**config.mk**
```make
export PLATFORM = sky130hd
export DESIGN_NAME = button_press_classifier_flat
export DESIGN_NICKNAME = d
export VERILOG_FILES = /design/src/rtl/core/bpc_pkg.sv /design/src/rtl/core/bpc_in_if.sv /design/src/rtl/core/bpc_out_if.sv /design/src/rtl/core/bpc_cfg_regs.sv /design/src/rtl/core/bpc_core.sv /design/src/rtl/core/button_press_classifier.sv /design/src/flat_wrapper.sv
export SDC_FILE = /design/constraint.sdc
export NUM_CORES = 1
export LEC_CHECK = 0
export BUFFER_PORTS_ARGS = -buffer_cell sky130_fd_sc_hd__buf_2
export CAP_MARGIN = 20
export CORE_ASPECT_RATIO = 1.25
export CORE_MARGIN = 2
export CORE_UTILIZATION = 43
export DETAILED_ROUTE_END_ITERATION = 6
export PLACE_DENSITY = 0.65
export REMOVE_ABC_BUFFERS = 1
export SLEW_MARGIN = 10
export SYNTH_ARGS = -nofsm -noshare
export SYNTH_HDL_FRONTEND = slang
export SYNTH_SLANG_ARGS = --single-unit
export TNS_END_PERCENT = 30
```
**constraint.sdc**
```tcl
create_clock -name clk -period 7.3 [get_ports clk]
set_input_delay 1.095 -clock clk [delete_from_list [all_inputs] [get_ports clk]]
set_output_delay 1.095 -clock clk [all_outputs]
set_load 0.01 [all_outputs]
```
**src/rtl/core/bpc_pkg.sv**
```systemverilog
package bpc_pkg;

	localparam int TIME_BITS = 32;
	localparam int CFG_BITS = 16;
	localparam int LEN_BITS = 32;
	localparam int REG_IDX_BITS = 2;

	typedef enum logic [REG_IDX_BITS-1:0] {
		REG_DEBOUNCE = 2'd0,
		REG_SHORT    = 2'd1,
		REG_LONG     = 2'd2
	} reg_idx_t;

	typedef enum logic [1:0] {
		EVT_NONE   = 2'd0,
		EVT_SHORT  = 2'd1,
		EVT_MEDIUM = 2'd2,
		EVT_LONG   = 2'd3
	} press_evt_t;

	localparam logic [CFG_BITS-1:0] DEBOUNCE_RESET = 16'd50;
	localparam logic [CFG_BITS-1:0] SHORT_RESET = 16'd300;
	localparam logic [CFG_BITS-1:0] LONG_RESET = 16'd650;

	typedef struct packed {
		logic [CFG_BITS-1:0] debounce_delay_ms;
		logic [CFG_BITS-1:0] short_limit_ms;
		logic [CFG_BITS-1:0] long_limit_ms;
	} cfg_t;

	typedef struct packed {
		logic                stable_level;
		press_evt_t          press_event;
		logic [LEN_BITS-1:0] press_length_ms;
	} result_t;

endpackage

```
**src/rtl/core/bpc_in_if.sv**
```systemverilog
interface bpc_in_if;
	logic                           valid;
	logic                           ready;
	logic                           raw_level;
	logic [bpc_pkg::TIME_BITS-1:0] now_ms;

	modport source (output valid, output raw_level, output now_ms, input ready);
	modport sink (input valid, input raw_level, input now_ms, output ready);
endinterface

```
**src/rtl/core/bpc_out_if.sv**
```systemverilog
interface bpc_out_if;
	logic                          valid;
	logic                          ready;
	logic                          stable_level;
	logic [1:0]                    press_event;
	logic [bpc_pkg::LEN_BITS-1:0] press_length_ms;

	modport source (output valid, output stable_level, output press_event,
		output press_length_ms, input ready);
	modport sink (input valid, input stable_level, input press_event,
		input press_length_ms, output ready);
endinterface

```
**src/rtl/core/bpc_cfg_regs.sv**
```systemverilog
module bpc_cfg_regs (
	input  logic                               clk,
	input  logic                               arst_n,
	input  logic                               cfg_we,
	input  logic [bpc_pkg::REG_IDX_BITS-1:0] cfg_index,
	input  logic [bpc_pkg::CFG_BITS-1:0]     cfg_data,
	output bpc_pkg::cfg_t                      cfg
);
	import bpc_pkg::*;

	cfg_t cfg_q;

	always_ff @(posedge clk or negedge arst_n) begin
		if (!arst_n) begin
			cfg_q.debounce_delay_ms <= DEBOUNCE_RESET;
			cfg_q.short_limit_ms <= SHORT_RESET;
			cfg_q.long_limit_ms <= LONG_RESET;
		end else if (cfg_we) begin
			unique case (reg_idx_t'(cfg_index))
				REG_DEBOUNCE: cfg_q.debounce_delay_ms <= cfg_data;
				REG_SHORT:    cfg_q.short_limit_ms <= cfg_data;
				REG_LONG:     cfg_q.long_limit_ms <= cfg_data;
				default:      ;
			endcase
		end
	end

	assign cfg = cfg_q;

endmodule

```
**src/rtl/core/bpc_core.sv**
```systemverilog
module bpc_core (
	input  logic                            clk,
	input  logic                            arst_n,
	input  bpc_pkg::cfg_t                   cfg,
	input  logic                            commit,
	input  logic                            raw_level,
	input  logic [bpc_pkg::TIME_BITS-1:0] now_ms,
	output bpc_pkg::result_t                res
);
	import bpc_pkg::*;

	logic                 prev_raw_q;
	logic                 deb_q;
	logic [TIME_BITS-1:0] change_q;
	logic [TIME_BITS-1:0] start_q;
	logic                 held_q;

	logic [TIME_BITS-1:0] change_next;
	logic [TIME_BITS-1:0] elapsed;
	logic                 deb_next;
	logic [TIME_BITS-1:0] dur;
	logic [TIME_BITS-1:0] start_next;
	logic                 held_next;
	press_evt_t           evt;

	always_comb begin
		change_next = (raw_level != prev_raw_q) ? now_ms : change_q;
		elapsed = now_ms - change_next;
		deb_next = (elapsed > TIME_BITS'(cfg.debounce_delay_ms)) ? raw_level : deb_q;
		dur = now_ms - start_q;
		start_next = start_q;
		held_next = held_q;
		evt = EVT_NONE;
		priority if (!deb_next && !held_q) begin
			start_next = now_ms;
			held_next = 1'b1;
		end else if (deb_next && held_q) begin
			held_next = 1'b0;
			priority if (dur < TIME_BITS'(cfg.short_limit_ms)) begin
				evt = EVT_SHORT;
			end else if (dur <= TIME_BITS'(cfg.long_limit_ms)) begin
				evt = EVT_MEDIUM;
			end else begin
				evt = EVT_LONG;
			end
		end
	end

	always_ff @(posedge clk or negedge arst_n) begin
		if (!arst_n) begin
			prev_raw_q <= 1'b1;
			deb_q <= 1'b1;
			change_q <= '0;
			start_q <= '0;
			held_q <= 1'b0;
		end else if (commit) begin
			prev_raw_q <= raw_level;
			deb_q <= deb_next;
			change_q <= change_next;
			start_q <= start_next;
			held_q <= held_next;
		end
	end

	always_comb begin
		res.stable_level = deb_next;
		res.press_event = evt;
		res.press_length_ms = (evt == EVT_NONE) ? '0 : LEN_BITS'(dur);
	end

endmodule

```
**src/rtl/core/button_press_classifier.sv**
```systemverilog
// Debounced active-low button with press-length classes. Each sample request
// carries the raw pin level and a wrapping millisecond timestamp; each one
// yields exactly one result request with the debounced level and, on a
// debounced release, the press class and its length. One sample is taken
// every clock cycle unless a stalled result holds the input back; a sample's
// result passes through the input register and then the result register
// around the single update of debounce and press state. The result register
// decouples the sides, so a stalled result only holds the input back once
// both registers are full. Configuration registers must be written only
// while no sample is in flight; the block itself does not enforce this.
module button_press_classifier (
	input  logic                               clk,
	input  logic                               arst_n,
	bpc_in_if.sink                             sample,
	bpc_out_if.source                          result,
	input  logic                               cfg_we,
	input  logic [bpc_pkg::REG_IDX_BITS-1:0] cfg_index,
	input  logic [bpc_pkg::CFG_BITS-1:0]     cfg_data
);
	import bpc_pkg::*;

	cfg_t                 cfg;
	logic                 vld_s1;
	logic                 raw_s1;
	logic [TIME_BITS-1:0] now_s1;
	logic                 vld_s2;
	result_t              res_s2;
	result_t              res;
	logic                 adv_s2;
	logic                 commit;

	assign adv_s2 = !vld_s2 || result.ready;
	assign commit = vld_s1 && adv_s2;
	assign sample.ready = !vld_s1 || adv_s2;

	bpc_cfg_regs u_cfg (
		.clk       (clk),
		.arst_n    (arst_n),
		.cfg_we    (cfg_we),
		.cfg_index (cfg_index),
		.cfg_data  (cfg_data),
		.cfg       (cfg)
	);

	bpc_core u_core (
		.clk       (clk),
		.arst_n    (arst_n),
		.cfg       (cfg),
		.commit    (commit),
		.raw_level (raw_s1),
		.now_ms    (now_s1),
		.res       (res)
	);

	always_ff @(posedge clk or negedge arst_n) begin
		if (!arst_n) begin
			vld_s1 <= 1'b0;
			vld_s2 <= 1'b0;
		end else begin
			if (sample.ready) begin
				vld_s1 <= sample.valid;
			end
			if (adv_s2) begin
				vld_s2 <= vld_s1;
			end
		end
	end

	always_ff @(posedge clk) begin
		if (sample.valid && sample.ready) begin
			raw_s1 <= sample.raw_level;
			now_s1 <= sample.now_ms;
		end
		if (commit) begin
			res_s2 <= res;
		end
	end

	assign result.valid = vld_s2;
	assign result.stable_level = res_s2.stable_level;
	assign result.press_event = res_s2.press_event;
	assign result.press_length_ms = res_s2.press_length_ms;

endmodule

```
**src/flat_wrapper.sv**
```systemverilog
// flat-port wrapper written by rule: the top's interface ports become plain ports
module button_press_classifier_flat import bpc_pkg::*;
  (clk, arst_n, cfg_we, cfg_index, cfg_data, sample_valid, sample_raw_level, sample_now_ms, sample_ready, result_valid, result_stable_level, result_press_event, result_press_length_ms, result_ready);
  bpc_in_if sample_i ();
  bpc_out_if result_i ();
  input  logic clk;
  input  logic arst_n;
  input  logic cfg_we;
  input  logic [bpc_pkg::REG_IDX_BITS-1:0] cfg_index;
  input  logic [bpc_pkg::CFG_BITS-1:0] cfg_data;
  input wire logic [$bits(sample_i.valid)-1:0] sample_valid;
  input wire logic [$bits(sample_i.raw_level)-1:0] sample_raw_level;
  input wire logic [$bits(sample_i.now_ms)-1:0] sample_now_ms;
  output wire logic [$bits(sample_i.ready)-1:0] sample_ready;
  output wire logic [$bits(result_i.valid)-1:0] result_valid;
  output wire logic [$bits(result_i.stable_level)-1:0] result_stable_level;
  output wire logic [$bits(result_i.press_event)-1:0] result_press_event;
  output wire logic [$bits(result_i.press_length_ms)-1:0] result_press_length_ms;
  input wire logic [$bits(result_i.ready)-1:0] result_ready;
  assign sample_i.valid = sample_valid;
  assign sample_i.raw_level = sample_raw_level;
  assign sample_i.now_ms = sample_now_ms;
  assign sample_ready = sample_i.ready;
  assign result_valid = result_i.valid;
  assign result_stable_level = result_i.stable_level;
  assign result_press_event = result_i.press_event;
  assign result_press_length_ms = result_i.press_length_ms;
  assign result_i.ready = result_ready;
  button_press_classifier u_core (.clk(clk), .arst_n(arst_n), .sample(sample_i), .result(result_i), .cfg_we(cfg_we), .cfg_index(cfg_index), .cfg_data(cfg_data));
endmodule
```
==> results.toml <==
[layout]
n_fill_cell = 2634
layout_common_cells = "nand2_1 (129), inv_1 (111), dfrtp_1 (104)"
diodes = 0
layout.cells.most_common = "nand2_1"
area_growth_pct = 12.5
seq_area_sq_mm = 0.00499
final_layout_size_suffix_gt1_share_pct = 17.3
final_nets = 1472
multiInputGateArea_sq_mm = 0.00652

[cts]
cts_tree = "built"
max-clock-path-buffers = 2
post_cts_buffers = 0
cts_resized = 0
holdBufCountCts = 0
cts-root-buf = "clkbuf_16"
clk_pin_slew_ns = 0.07
clock_latency_ns = 0.45
htree_levels = 4
cts.sinks = 185
numCtsBuffers = 17

[run_status]
outcome = "finished, final reports clean"

[sta]
max_freq_mhz = 153
worst_pin_slew_ns = 0.956
period_minus_slack_ns = 6.53
skew_ns = 0.0149
slew_headroom_pct = 36.1
fin_crit_sh_pct = 89.4
slew_viol_final = 0
fin_ws_ns = 0.773
finalHoldViolations = 0
tns_ns = 0
rsz0062_at_grt = "no"
setup_violations = 0

[yosys]
synth_cell_types = 74
ys_seq_elements = 185
syn_area_sq_mm = 0.0120
synth_area_leaders = "dfrtp_1 (22%), edfxtp_1 (17%), ha_1 (10%), mux2_2 (5.8%), nand2_1 (4.0%)"
synthFlopType = "dfrtp_1"
synth_warnings = 0
synth_top_area_share_pct = 21.6
ys_seq_area_share_pct = 41.4
synthCells = 1231
synth.avg_cell_area_sq_um = 9.78
synth_area_leader_cell = "dfrtp_1"
synth_edf_count = 68
ys_async_sr_fraction_pct = 63.2

[critical_path]
crit_required_ns = 7.63
r2r_end = "u_core.u_core.start_q[17]"
rr_worst_depth = 28
critPathMaxStageDelay_ns = 0.54
crit_type = "reg -> reg"
rrSetupSlack_ns = 0.77
arrival_ns = 6.85
cp_slowest_cell = "edfxtp_1"
start_kind = "flop"
r2r_start = "u_core.raw_s1"
worstPathMaxFanout = 22
worst_setup_path_end_kind = "flop"

[place]
numPortBuffers = 92
place_ws_ns = 0.795
dp_hpwl_um = 23500
place_congestion = 0.915

[min_path]
hold_path_depth = 2
hp-class = "reg -> reg"
min_to = "u_core.u_core.start_q[3]"
min_from = "u_core.u_core.start_q[3]"

[global_route]
antenna_found_initial = 0
grt_pass1_wl_um = 48800
grt_overflow = 0
track_usage_pct = 21.0
grt_pass1_vias = 9225
grt_max_degree = 66

[power_and_ir_drop]
p_per_area_mw_per_mm2 = 397
p_clk_share_pct = 18.8
switchingPower_mw = 2.26
switching_share_pct = 42.0
pwr-share-seq_pct = 27.6
intPower_mw = 3.12
ir_worst_vdd_v = 0.000168
power_leakage_nw = 6.12
p_comb_share_pct = 53.6

[route]
vias = 9250
drt_iter0_drc = 591
postRouteAntennaNets = 0
drc = 0
avgRoutedWirePerCell_um = 17.9
routed_wl_um = 30000
viasPerCell = 5.52
drt_first_pass_iters = 5

[flow_run]
cap_violations = 0

[floorplan]
start_util_pct = 43.7
die_w_um = 154
row_count = 68
core_sq_mm = 0.0276
die_area_sq_mm = 0.0294
die_h_um = 191
io_pins = 93
-- how the worst max path moves through the flow --
stage                  start                               end  slack [ns]
2_1_floorplan  u_core.raw_s1         u_core.u_core.start_q[12]        0.23
3_3_place_gp   u_core.raw_s1  u_core.result.press_length_ms[5]        0.97
3_5_place_dp   u_core.raw_s1         u_core.u_core.start_q[17]        0.80
4_1_cts        u_core.raw_s1  u_core.result.press_length_ms[5]        0.77
5_1_grt        u_core.raw_s1         u_core.u_core.start_q[28]        0.16
6_report       u_core.raw_s1         u_core.u_core.start_q[17]        0.77
-- worst max-delay path, delay by kind of cell, from the launching register on --
| family | cells | cell delay, ns |
|---|---|---|
| simple gates | 7 | 1.61 |
| mux | 2 | 0.51 |
| flops | 1 | 0.54 |
| compound gates | 11 | 1.88 |
| fa+ha+maj | 4 | 1.18 |
| buf+inv | 3 | 0.47 |
| xor+xnor | 1 | 0.21 |
-- flip-flops by register name, indices dropped and copies added, names as in the netlist --
register / count
u_core.raw_s1: 1
u_core.u_core.change_q: 32
u_core.u_core.deb_q: 1
u_core.u_core.prev_raw_q: 1
u_core.result.valid: 1
u_core.result.stable_level: 1
u_core.u_cfg.cfg: 48
u_core.vld_s1: 1
u_core.result.press_event: 2
u_core.u_core.start_q: 32
u_core.u_core.held_q: 1
u_core.now_s1: 32
u_core.result.press_length_ms: 32
-- synthesized netlist by cell type, types with 4 or more instances --
cell         n
nand2_1    129
inv_1      112
dfrtp_1    104
ha_1       101
o21ai_0     92
a21oi_1     70
edfxtp_1    68
mux2_2      62
nor2_1      57
a21o_1      36
clkbuf_1    34
xnor2_1     33
mux2i_1     27
nor2b_1     24
o21a_1      21
xor2_1      21
nand2b_1    18
nand4_1     16
nor3_1      15
nand3_1     14
and3b_1     13
dfstp_2     13
nor4_1      10
o21bai_1    10
o31ai_1      9
maj3_1       8
o211ai_1     8
a211oi_1     7
a221oi_1     6
a31oi_1      6
o2111ai_1    6
o21ai_1      6
nand3b_1     5
and3_1       4
or2_2        4
-- per-layer routing --
| metal | global-route usage (%) | share of wire, % | vias to the layer above |
|---|---|---|---|
| met5 | 0 | 0 | - |
| met4 | 7.55 | 2.5 | 0 |
| met3 | 2.95 | 3.5 | 49 |
| met2 | 35.9 | 49 | 199 |
| met1 | 27.3 | 45 | 4418 |
| li1 | - | - | 4584 |
-- power groups by stage --
stage	clock network [mW]	logic, mW	registers (mW)
floorplan	0	2.15	1.48
global placement	0	2.81	1.50
detailed placement	0	2.85	1.51
CTS	1.03	2.87	1.49
global route	1.07	3.23	1.52
finish	1.01	2.89	1.49
-- cell type report --
type | instances | area share, %
flip-flops and latches | 185 | 36.8
repair buffers | 102 | 4.06
well taps | 350 | 3.23
clock buffers | 18 | 3.24
multi-input cells | 896 | 48.1
inverters | 112 | 3.10
clock inverters | 14 | 1.48
-- cell families after synthesis --
group / count (synthesis) / synth area share [%]
AND/OR/NAND/NOR: 325 / 13.3
flip-flops: 185 / 41.4
multiplexers: 91 / 8.23
XOR/XNOR: 54 / 3.93
buffers and inverters: 150 / 4.77
AO/OA/AOI/OAI: 316 / 17.0
adder cells (fa/ha/maj): 110 / 11.3
-- metrics by stage --
step	power, mW	cell area (sq um)	hold slack, ns	utilization [%]	cells
after floorplan	3.62	11900	0.446	-	1193
after global placement	4.31	12900	0.463	46.8	1645
after detailed placement	4.36	12900	0.464	46.8	1645
after CTS	5.39	13500	0.486	49.2	1677
after global routing	5.83	13500	0.505	49.2	1677
final	5.38	13500	0.478	49.2	1677
Note: power is estimated with default switching activity, not from simulation.
